$ cat config.mk
export PLATFORM = sky130hd
export DESIGN_NAME = modular_exponentiation
export DESIGN_NICKNAME = d
export VERILOG_FILES = /design/src/hdl/mme_pkg.sv /design/src/hdl/mme_mulmod.sv /design/src/hdl/modular_exponentiation.sv
export SDC_FILE = /design/constraint.sdc
export NUM_CORES = 2
export LEC_CHECK = 0
export BUFFER_PORTS_ARGS = -buffer_cell sky130_fd_sc_hd__buf_4
export CORE_MARGIN = 4
export CORE_UTILIZATION = 30
export DETAILED_ROUTE_END_ITERATION = 8
export PLACE_DENSITY_LB_ADDON = 0.1
export SYNTH_ARGS = -nofsm -noshare
export SYNTH_HDL_FRONTEND = slang
export SYNTH_SLANG_ARGS = --single-unit
$ cat constraint.sdc
create_clock -name clk -period 7.7 [get_ports clk]
set_input_delay 1.54 -clock clk [delete_from_list [all_inputs] [get_ports clk]]
set_output_delay 1.54 -clock clk [all_outputs]
set_load 0.05 [all_outputs]
$ cat src/hdl/mme_pkg.sv
// ----------------------------------------------------------------------------
// mme_pkg
// shared widths, defaults and unit status type for the modular exponentiator
// ----------------------------------------------------------------------------
`default_nettype none

package mme_pkg;

  localparam int unsigned FIELD_W    = 62;
  localparam int unsigned WIDTH_DEF  = 62;
  localparam int unsigned APB_DATA_W = 64;
  localparam int unsigned APB_ADDR_W = 4;

  typedef struct packed {
    logic busy;
    logic done;
  } mme_stat_t;

endpackage

`default_nettype wire

$ cat src/hdl/mme_mulmod.sv
// ----------------------------------------------------------------------------
// mme_mulmod
// bit-serial modular multiplier, a * b mod m, one bit of b per cycle
// ----------------------------------------------------------------------------
`default_nettype none

module mme_mulmod #(
  parameter int unsigned WIDTH = mme_pkg::WIDTH_DEF
) (
  input  wire                   clk,
  input  wire                   rst_n,
  input  wire                   start,
  input  wire  [WIDTH-1:0]      a_in,
  input  wire  [WIDTH-1:0]      b_in,
  input  wire  [WIDTH-1:0]      m_in,
  output logic [WIDTH-1:0]      result,
  output mme_pkg::mme_stat_t    stat
);

  localparam int unsigned CW = (WIDTH > 1) ? $clog2(WIDTH) : 1;

  logic [WIDTH-1:0] acc_r, acc_nxt;
  logic [WIDTH-1:0] a_r, a_nxt;
  logic [WIDTH-1:0] b_r, b_nxt;
  logic [CW-1:0]    cnt_r, cnt_nxt;
  logic             busy_r, busy_nxt;
  logic             done_r, done_nxt;

  logic [WIDTH:0] m_ext;
  logic [WIDTH:0] acc_sum;
  logic [WIDTH:0] acc_red;
  logic [WIDTH:0] a_dbl;
  logic [WIDTH:0] a_red;

  assign m_ext   = {1'b0, m_in};
  // accumulate path and doubling path run side by side
  assign acc_sum = {1'b0, acc_r} + {1'b0, a_r};
  assign acc_red = (acc_sum >= m_ext) ? (acc_sum - m_ext) : acc_sum;
  assign a_dbl   = {a_r, 1'b0};
  assign a_red   = (a_dbl >= m_ext) ? (a_dbl - m_ext) : a_dbl;

  always_comb begin
    acc_nxt  = acc_r;
    a_nxt    = a_r;
    b_nxt    = b_r;
    cnt_nxt  = cnt_r;
    busy_nxt = busy_r;
    done_nxt = 1'b0;
    if (start) begin
      acc_nxt  = '0;
      a_nxt    = a_in;
      b_nxt    = b_in;
      cnt_nxt  = '0;
      busy_nxt = 1'b1;
    end else if (busy_r) begin
      if (b_r[0]) begin
        acc_nxt = acc_red[WIDTH-1:0];
      end
      a_nxt   = a_red[WIDTH-1:0];
      b_nxt   = b_r >> 1;
      cnt_nxt = cnt_r + CW'(1);
      if (cnt_r == CW'(WIDTH - 1)) begin
        busy_nxt = 1'b0;
        done_nxt = 1'b1;
      end
    end
  end

  always_ff @(posedge clk) begin
    if (!rst_n) begin
      busy_r <= 1'b0;
      done_r <= 1'b0;
      cnt_r  <= '0;
    end else begin
      busy_r <= busy_nxt;
      done_r <= done_nxt;
      cnt_r  <= cnt_nxt;
    end
  end

  always_ff @(posedge clk) begin
    acc_r <= acc_nxt;
    a_r   <= a_nxt;
    b_r   <= b_nxt;
  end

  assign result    = acc_r;
  assign stat.busy = busy_r;
  assign stat.done = done_r;

`ifndef SYNTHESIS
  a_done_after_busy: assert property (@(posedge clk) disable iff (!rst_n)
    done_r |-> $past(busy_r))
    else $error("mulmod done without a running product");

  a_start_idle: assert property (@(posedge clk) disable iff (!rst_n)
    start |-> !busy_r)
    else $error("mulmod started while busy");
`endif

endmodule

`default_nettype wire

$ cat src/hdl/modular_exponentiation.sv
// ----------------------------------------------------------------------------
// modular_exponentiation
// value^exponent mod modulus by right-to-left square-and-multiply on a shared
// bit-serial modular multiplier, with an apb register port for the key
// ----------------------------------------------------------------------------
// sequence: reduce the word by a product, then per exponent bit up to its top
//   set bit, a step state, a multiply into the accumulator when the bit is set
//   and a square of the base, then a finish state that loads the output register
// a modulus of 0 or 1 goes straight to finish with a result of 0; one word at
//   a time, the next word is taken once the result is registered
// reset: synchronous active-low, exponent and modulus return to 1
// ----------------------------------------------------------------------------
`default_nettype none

module modular_exponentiation #(
  parameter int unsigned WIDTH = mme_pkg::WIDTH_DEF
) (
  input  wire                                 clk,
  input  wire                                 rst_n,
  input  wire                                 psel,
  input  wire                                 penable,
  input  wire                                 pwrite,
  input  wire  [mme_pkg::APB_ADDR_W-1:0]      paddr,
  input  wire  [mme_pkg::APB_DATA_W-1:0]      pwdata,
  output logic [mme_pkg::APB_DATA_W-1:0]      prdata,
  output logic                                pready,
  input  wire                                 in_valid,
  output logic                                in_ready,
  input  wire  [mme_pkg::FIELD_W-1:0]         in_value,
  output logic                                out_valid,
  input  wire                                 out_ready,
  output logic [mme_pkg::FIELD_W-1:0]         out_power_result,
  output logic                                out_value_too_large,
  output logic                                out_modulus_zero
);

  localparam logic [2:0] ST_IDLE   = 3'd0;
  localparam logic [2:0] ST_REDUCE = 3'd1;
  localparam logic [2:0] ST_STEP   = 3'd2;
  localparam logic [2:0] ST_MUL    = 3'd3;
  localparam logic [2:0] ST_SQR    = 3'd4;
  localparam logic [2:0] ST_FIN    = 3'd5;

  localparam logic [WIDTH-1:0] ONE = {{(WIDTH-1){1'b0}}, 1'b1};

  logic [2:0]       state_r, state_nxt;
  logic [WIDTH-1:0] exponent_r;
  logic [WIDTH-1:0] modulus_r;
  logic [WIDTH-1:0] base_r, base_nxt;
  logic [WIDTH-1:0] acc_r, acc_nxt;
  logic [WIDTH-1:0] e_r, e_nxt;
  logic             too_large_r, too_large_nxt;
  logic             mzero_r, mzero_nxt;
  logic             out_valid_r, out_valid_nxt;
  logic [WIDTH-1:0] res_r, res_nxt;
  logic             res_large_r, res_large_nxt;
  logic             res_mzero_r, res_mzero_nxt;

  logic             cfg_wr;
  logic             in_acc;
  logic [WIDTH-1:0] v_word;

  logic             mul_start;
  logic [WIDTH-1:0] mul_a;
  logic [WIDTH-1:0] mul_b;
  logic [WIDTH-1:0] mul_res;
  mme_pkg::mme_stat_t mul_stat;

  // register port
  assign pready = 1'b1;
  assign cfg_wr = psel && penable && pwrite;

  always_comb begin
    prdata = '0;
    if (paddr[3]) begin
      prdata[WIDTH-1:0] = modulus_r;
    end else begin
      prdata[WIDTH-1:0] = exponent_r;
    end
  end

  always_ff @(posedge clk) begin
    if (!rst_n) begin
      exponent_r <= ONE;
      modulus_r  <= ONE;
    end else if (cfg_wr) begin
      if (paddr[3]) begin
        modulus_r <= pwdata[WIDTH-1:0];
      end else begin
        exponent_r <= pwdata[WIDTH-1:0];
      end
    end
  end

  assign in_ready = (state_r == ST_IDLE);
  assign in_acc   = in_valid && in_ready;
  assign v_word   = in_value[WIDTH-1:0];

  mme_mulmod #(.WIDTH(WIDTH)) u_mulmod (
    .clk    (clk),
    .rst_n  (rst_n),
    .start  (mul_start),
    .a_in   (mul_a),
    .b_in   (mul_b),
    .m_in   (modulus_r),
    .result (mul_res),
    .stat   (mul_stat)
  );

  always_comb begin
    state_nxt     = state_r;
    base_nxt      = base_r;
    acc_nxt       = acc_r;
    e_nxt         = e_r;
    too_large_nxt = too_large_r;
    mzero_nxt     = mzero_r;
    out_valid_nxt = out_valid_r;
    res_nxt       = res_r;
    res_large_nxt = res_large_r;
    res_mzero_nxt = res_mzero_r;
    mul_start     = 1'b0;
    mul_a         = base_r;
    mul_b         = base_r;

    if (out_valid_r && out_ready) begin
      out_valid_nxt = 1'b0;
    end

    unique case (state_r)
      ST_IDLE: begin
        if (in_acc) begin
          too_large_nxt = (v_word >= modulus_r);
          mzero_nxt     = (modulus_r == '0);
          acc_nxt       = '0;
          if (modulus_r <= ONE) begin
            state_nxt = ST_FIN;
          end else begin
            // value mod m as 1 * value mod m
            mul_start = 1'b1;
            mul_a     = ONE;
            mul_b     = v_word;
            state_nxt = ST_REDUCE;
          end
        end
      end
      ST_REDUCE: begin
        if (mul_stat.done) begin
          base_nxt  = mul_res;
          acc_nxt   = ONE;
          e_nxt     = exponent_r;
          state_nxt = ST_STEP;
        end
      end
      ST_STEP: begin
        if (e_r == '0) begin
          state_nxt = ST_FIN;
        end else if (e_r[0]) begin
          mul_start = 1'b1;
          mul_a     = acc_r;
          mul_b     = base_r;
          state_nxt = ST_MUL;
        end else begin
          mul_start = 1'b1;
          state_nxt = ST_SQR;
        end
      end
      ST_MUL: begin
        if (mul_stat.done) begin
          acc_nxt   = mul_res;
          mul_start = 1'b1;
          state_nxt = ST_SQR;
        end
      end
      ST_SQR: begin
        if (mul_stat.done) begin
          base_nxt  = mul_res;
          e_nxt     = e_r >> 1;
          state_nxt = ST_STEP;
        end
      end
      ST_FIN: begin
        if (!out_valid_r || out_ready) begin
          out_valid_nxt = 1'b1;
          res_nxt       = acc_r;
          res_large_nxt = too_large_r;
          res_mzero_nxt = mzero_r;
          state_nxt     = ST_IDLE;
        end
      end
      default: begin
        state_nxt = ST_IDLE;
      end
    endcase
  end

  always_ff @(posedge clk) begin
    if (!rst_n) begin
      state_r     <= ST_IDLE;
      out_valid_r <= 1'b0;
    end else begin
      state_r     <= state_nxt;
      out_valid_r <= out_valid_nxt;
    end
  end

  always_ff @(posedge clk) begin
    base_r      <= base_nxt;
    acc_r       <= acc_nxt;
    e_r         <= e_nxt;
    too_large_r <= too_large_nxt;
    mzero_r     <= mzero_nxt;
    res_r       <= res_nxt;
    res_large_r <= res_large_nxt;
    res_mzero_r <= res_mzero_nxt;
  end

  assign out_valid           = out_valid_r;
  assign out_power_result    = mme_pkg::FIELD_W'(res_r);
  assign out_value_too_large = res_large_r;
  assign out_modulus_zero    = res_mzero_r;

`ifndef SYNTHESIS
  a_done_in_run: assert property (@(posedge clk) disable iff (!rst_n)
    (mul_stat.busy || mul_stat.done) |->
      (state_r == ST_REDUCE || state_r == ST_MUL || state_r == ST_SQR))
    else $error("product running outside a run");

  a_prod_below_mod: assert property (@(posedge clk) disable iff (!rst_n)
    mul_stat.done |-> (mul_res < modulus_r))
    else $error("product not reduced below modulus");

  a_mzero_result: assert property (@(posedge clk) disable iff (!rst_n)
    (out_valid_r && res_mzero_r) |-> (res_r == '0 && res_large_r))
    else $error("zero modulus word has nonzero result or clear flag");

  a_accept_leaves_idle: assert property (@(posedge clk) disable iff (!rst_n)
    in_acc |=> (state_r != ST_IDLE))
    else $error("accepted word did not start a run");
`endif

endmodule

`default_nettype wire

# Yosys cells after proc, flatten, opt, wreduce, memory -nomap -nowiden
# Cells that the tools add are included.
word_totals:
  rom_bits: 0
  n_memories: 0
  inputBits: 137
  ramBits: 0
  regBits: 574
  out_inout_bits: 131
  latchBits: 0
classes:
  div: 0
  n_addsub: 4
  mul: 0
  bitwise: 3
  n_lt_le_gt_ge: 4
  n_mux: 42
  n_eq_ne: 12
  reduce_logical: 24
  shift: 0
op_table:
  columns: ["cell", "n"]
  rows:
  - ["$mux 62", 19]
  - ["$pmux 62 s2", 2]
  - ["$pmux 62 s3", 1]
  - ["$ge 63x62->1", 2]
  - ["$logic_not 62->1", 2]
  - ["$sub 62x62->62", 2]
  - ["$add 62x62->63", 1]
  - ["$ge 62x62->1", 1]
  - ["$le 62x1->1 const B", 1]
  - ["$mux 3", 7]
  - ["$pmux 3 s5", 1]
  - ["$reduce_and 2->1", 6]
  - ["$mux 1", 11]
  - ["$ne 2x1->1 const B", 5]
  - ["$reduce_and 4->1", 2]
  - ["$add 6x1->6 const B", 1]
  - ["$eq 3x2->1 const B", 2]
  - ["$eq 3x3->1 const B", 2]
  - ["$eq 6x6->1 const B", 1]
  - ["$logic_and 1x1->1", 4]
  - ["$reduce_bool 2->1", 2]
  - ["$reduce_or 2->1", 2]
  - ["$eq 3x1->1 const B", 1]
  - ["$logic_not 3->1", 1]
  - ["8 further kinds", 10]

# Depth between registers and ports, before layout
depth:
  depth_word: 5
  depth_mapped: 28
  depth_no_buf: 24

# Cells and area by module
# A second synthesis with hierarchy kept.
unflattened:
  cells_unflattened: 3980
  hier_area_um2: 37746.2
by_module_without_submodules:
  columns: ["mod", "cells_each", "seq_area_each_um2", "area_per_inst_um2", "n_inst"]
  rows:
  - ["mme_mulmod", 2512, 5124.9, 20161.8, 1]
  - ["modular_exponentiation", 1468, 10129.7, 17584.4, 1]

# Worst setup path before layout
# OpenSTA, ideal clock, no wires.
synth_timing:
  kind: "input-to-reg"
  start: "in in_valid"
  end: "reg u_mulmod.a_r[0], enable pin"
  path_stages: 8
  t_required_ns: 6.615
  arrival_ns: 5.152
  setup_slack_ns: 1.463
  path_cell_list: "and2_1 > nor2b_1 > clkbuf_1 > nor2_1 > clkbuf_1 > clkbuf_1 > buf_1 > nand2_1"
synth_via:
  elab_chain_len: 4
synth_rtl:
  columns: ["element", "line", "rtl"]
  rows:
  - ["start: declaration", "modular_exponentiation.sv:27", "input wire in_valid,"]
  - ["$logic_and 1x1->1", "modular_exponentiation.sv:96", "assign in_acc = in_valid && in_ready;"]
  - ["$mux 1", "modular_exponentiation.sv:131", "if (in_acc) begin"]
  - ["$pmux 1 s3", "modular_exponentiation.sv:129", "unique case (state_r)"]
  - ["$reduce_bool 2->1 (no line)", null, null]
  - ["end signal: assignment", "mme_mulmod.sv:83", "a_r <= a_nxt;"]
  - ["end: declaration", "mme_mulmod.sv:23", "logic [WIDTH-1:0] a_r, a_nxt;"]
# No other way between the ends.
# A chain may end at the register's enable or synchronous reset.

# Final worst setup path
layout_timing:
  start: "reg u_mulmod.a_r[19]"
  end: "reg u_mulmod.acc_r[32], in the netlist u_mulmod.result[32]"
layout_via:
  elab_chain_len: 3
  word_cells_on_any_way: 4
layout_rtl:
  columns: ["element", "line", "rtl"]
  rows:
  - ["$add 62x62->63 *", "mme_mulmod.sv:37", "assign acc_sum = {1'b0, acc_r} + {1'b0, a_r};"]
  - ["$sub 62x62->62 or $ge 63x62->1 (tied branches)", "mme_mulmod.sv:38", "assign acc_red = (acc_sum >= m_ext) ? (acc_sum - m_ext) : acc_sum;"]
  - ["$mux 62 *", "mme_mulmod.sv:38", null]
  - ["end signal: assignment", "mme_mulmod.sv:82", "acc_r <= acc_nxt;"]
  - ["end: declaration", "mme_mulmod.sv:22", "logic [WIDTH-1:0] acc_r, acc_nxt;"]
# Mark *: on every way between the ends. The rest lies on a longest branch, timed or not.

==> results_dict.tcl <==
set metrics [dict create \
    status "complete, no violations" \
    ys_top_cells_by_count "nand2_1 (526), edfxtp_1 (376), a21oi_1 (312)" \
    route.vias.total 30200 \
    wl_per_cell_um 24.2 \
    layout_min_cycle_time_ps 7210 \
    internal_power_mw 11.7 \
    p_total_mw 22.9 \
    io_pins 268 \
    numCtsBuffers 75 \
    max_freq_mhz 139 \
    drc_errors 0 \
    slowest_delay_ps 600 \
    die_w_um 358 \
    maxCapViolCount 0 \
    dieArea_sq_um 128000 \
    drt_pre_antenna_iters 6 \
    finalMaxSlewViolations 0 \
    cts_tree "done" \
    p_leak_nw 16.0 \
    grt_first_pass_wirelength_um 203000 \
    crit_path_cell_trace "ha_1, nand4_1, or4_4, or3_1, o22ai_2, nor3_2, o31ai_1, a31oi_1, or4_1, nand4_1, ha_1, nand2_1, o211ai_1, a221o_1, or3_1, a2111oi_0, o41a_1, nor2_1, a2111o_2, buf_4, nor2_1, a32oi_1, a21bo_1" \
    fp.dieH_um 358 \
    root_buffer "clkbuf_16" \
    r2r-end "u_mulmod.result[32]" \
    regArea_sq_um 15300 \
    pwr-share-clk_pct 15.6 \
    fin_crit_sh_pct 93.6 \
    via_per_inst 5.30 \
    min_to "out_value_too_large" \
    final_cells 5705 \
    finalSetupViolations 0 \
    rr_startpoint "u_mulmod.a_r[19]" \
    worstPathMaxFanout 26 \
    criticalPathCategory "register to register" \
    switching_share_pct 48.7 \
    yosys.area.top_type_share_pct 30.8 \
    synth-seq-cells 574 \
    ir_drop_mv 0.339 \
    hold_start "too_large_r" \
    cts_num_sinks 574 \
    routed_wl_um 138000 \
    start_util_pct 30.2 \
    cp-start-kind "register" \
    syn_area_per_cell_sq_um 9.53 \
    dp.cells 5565 \
    final.fill_count 12500 \
    drtIter0Drc 2543 \
    tns_ps 0 \
    async_reset_ff_share_pct 0 \
    tightestPinTransition_ps 1090 \
    seqPwrFrac_pct 19.6 \
    path_clk_slew_ps 60 \
    worst_setup_path_end_kind "register" \
    rows 128 \
    gp_congestion 0.911 \
    final_nets 4407 \
    drtAntennaViolNets 0 \
    netlist_instances 3850 \
    maxSlewHeadroom_pct 26.2 \
    multi_input_area_sq_um 20200 \
    crit_buf_inv 1 \
    synth_ff_type "edfxtp_1" \
    clock_latency_ps 650 \
    synth_largest_area_cell "edfxtp_1" \
    grt_max_degree 84 \
    ys_top_cells_by_area "edfxtp_1 (31%), dfxtp_1 (11%), ha_1 (8.5%)" \
    rsz0062_at_grt "false" \
    h-tree-depth 3 \
    grt_usage_pct 21.0 \
    cp.arrival_ps 7790 \
    synth_warnings 0 \
    core_area_sq_um 122000 \
    layout-drive-gt1-share_pct 14.2 \
    netSwitchingPower_mw 11.2 \
    dp_hpwl_um 104000 \
    cp_top_family "compound AO/OA/AOI/OAI gates" \
    ys_types 83 \
    io_buffers 259 \
    slowest_stage "or4_4" \
    gr-total-overflow 0 \
    worstHoldPathType "register to register" \
    hold_depth 0 \
    synth_edf_count 376 \
    crit_required_ps 8290 \
    grt_pass1_vias 30100 \
    areaGrowthSynthToFinish_pct 16.3 \
    cts_setup_buffers 0 \
    combPwrFrac_pct 64.8 \
    final-hold-violation-count 0 \
    cts.path.max_buffers 3 \
    reg2regPathDepth 23 \
    power_density_nw_per_um2 537 \
    hold_buffers 0 \
    synth_most_common_cell "nand2_1" \
    antenna_found_initial 6 \
    reg2reg_setup_slack_ps 490 \
    synthesis.area_sq_um 36700 \
    fin_skew_ps 30.0 \
    postCtsResizedCells 0 \
    yosysSeqAreaShare_pct 41.6 \
]
[layer usage]
metal	up-vias	GRT usage, %	part of all wire [%]
met2	743	33.8	45
met4	4	5.22	2.3
li1	14600	-	-
met3	143	3.03	4.8
met5	-	0	0.020
met1	14700	29.6	48
[stage by stage]
| stage | hold slack, ps | setup WS [ps] | utilization (%) | instance area, sq um |
|---|---|---|---|---|
| floorplan | 400 | 1460 | - | 36700 |
| global placement | 408 | 654 | 33.1 | 40200 |
| detailed placement | 409 | 584 | 33.1 | 40200 |
| CTS | 426 | 543 | 35.1 | 42700 |
| global route | 438 | 145 | 35.1 | 42700 |
| finish | 427 | 494 | 35.1 | 42700 |
[cells by family after synthesis]
kind of cell / share of synthesized area (%)
compound gates: 20.2
xor+xnor: 3.99
fa+ha+maj: 8.69
buf+inv: 3.70
flops: 41.6
mux: 7.77
other cells: 0.0205
simple gates: 14.0
[flip-flops by register name (all words and copies together), names as in the netlist, 3 cells and up]
name,flops
modulus_r,62
u_mulmod.result,62
acc_r,62
e_r,62
exponent_r,62
state_r,3
u_mulmod.a_r,62
u_mulmod.b_r,62
u_mulmod.cnt_r,6
base_r,62
out_power_result,62
[worst max-delay path by stage]
stage / depth (start not counted) / start / end / slack [ps]
finish: 23 / u_mulmod.a_r[19] / u_mulmod.result[32] / 490
global route: 23 / u_mulmod.a_r[19] / u_mulmod.result[32] / 140
CTS: 23 / u_mulmod.a_r[19] / u_mulmod.result[32] / 540
detailed placement: 23 / u_mulmod.a_r[19] / u_mulmod.result[32] / 580
global placement: 23 / u_mulmod.a_r[19] / u_mulmod.result[32] / 650
floorplan: 8 / in_valid / u_mulmod.a_r[0] / 1460
[cell type report]
type / count / area share (%)
inverter: 134 / 1.18
clock buffer: 106 / 4.91
timing repair buffer: 299 / 5.26
sequential: 574 / 35.7
clock inverter: 32 / 0.841
multi-input combinational: 2933 / 47.3
antenna: 2 / 0.0117
tap: 1625 / 4.76
[power groups by stage]
stage | combinational [mW] | sequential (mW) | clock (mW)
after floorplan | 11.0 | 4.31 | 0
after global placement | 14.7 | 4.56 | 0
after detailed placement | 14.6 | 4.56 | 0
after CTS | 14.7 | 4.50 | 3.68
after global routing | 16.3 | 4.55 | 3.80
final | 14.8 | 4.50 | 3.57
[layout by cell type, fill, tap and decap left out, types with 134 or more instances in the layout]
master / instances
dfxtp_1: 198
edfxtp_1: 376
ha_1: 250
a21oi_1: 312
o21ai_0: 196
nor2_1: 165
buf_4: 299
nand2_1: 523
inv_1: 134
mux2i_1: 144
(Power assumes the default switching activity.)
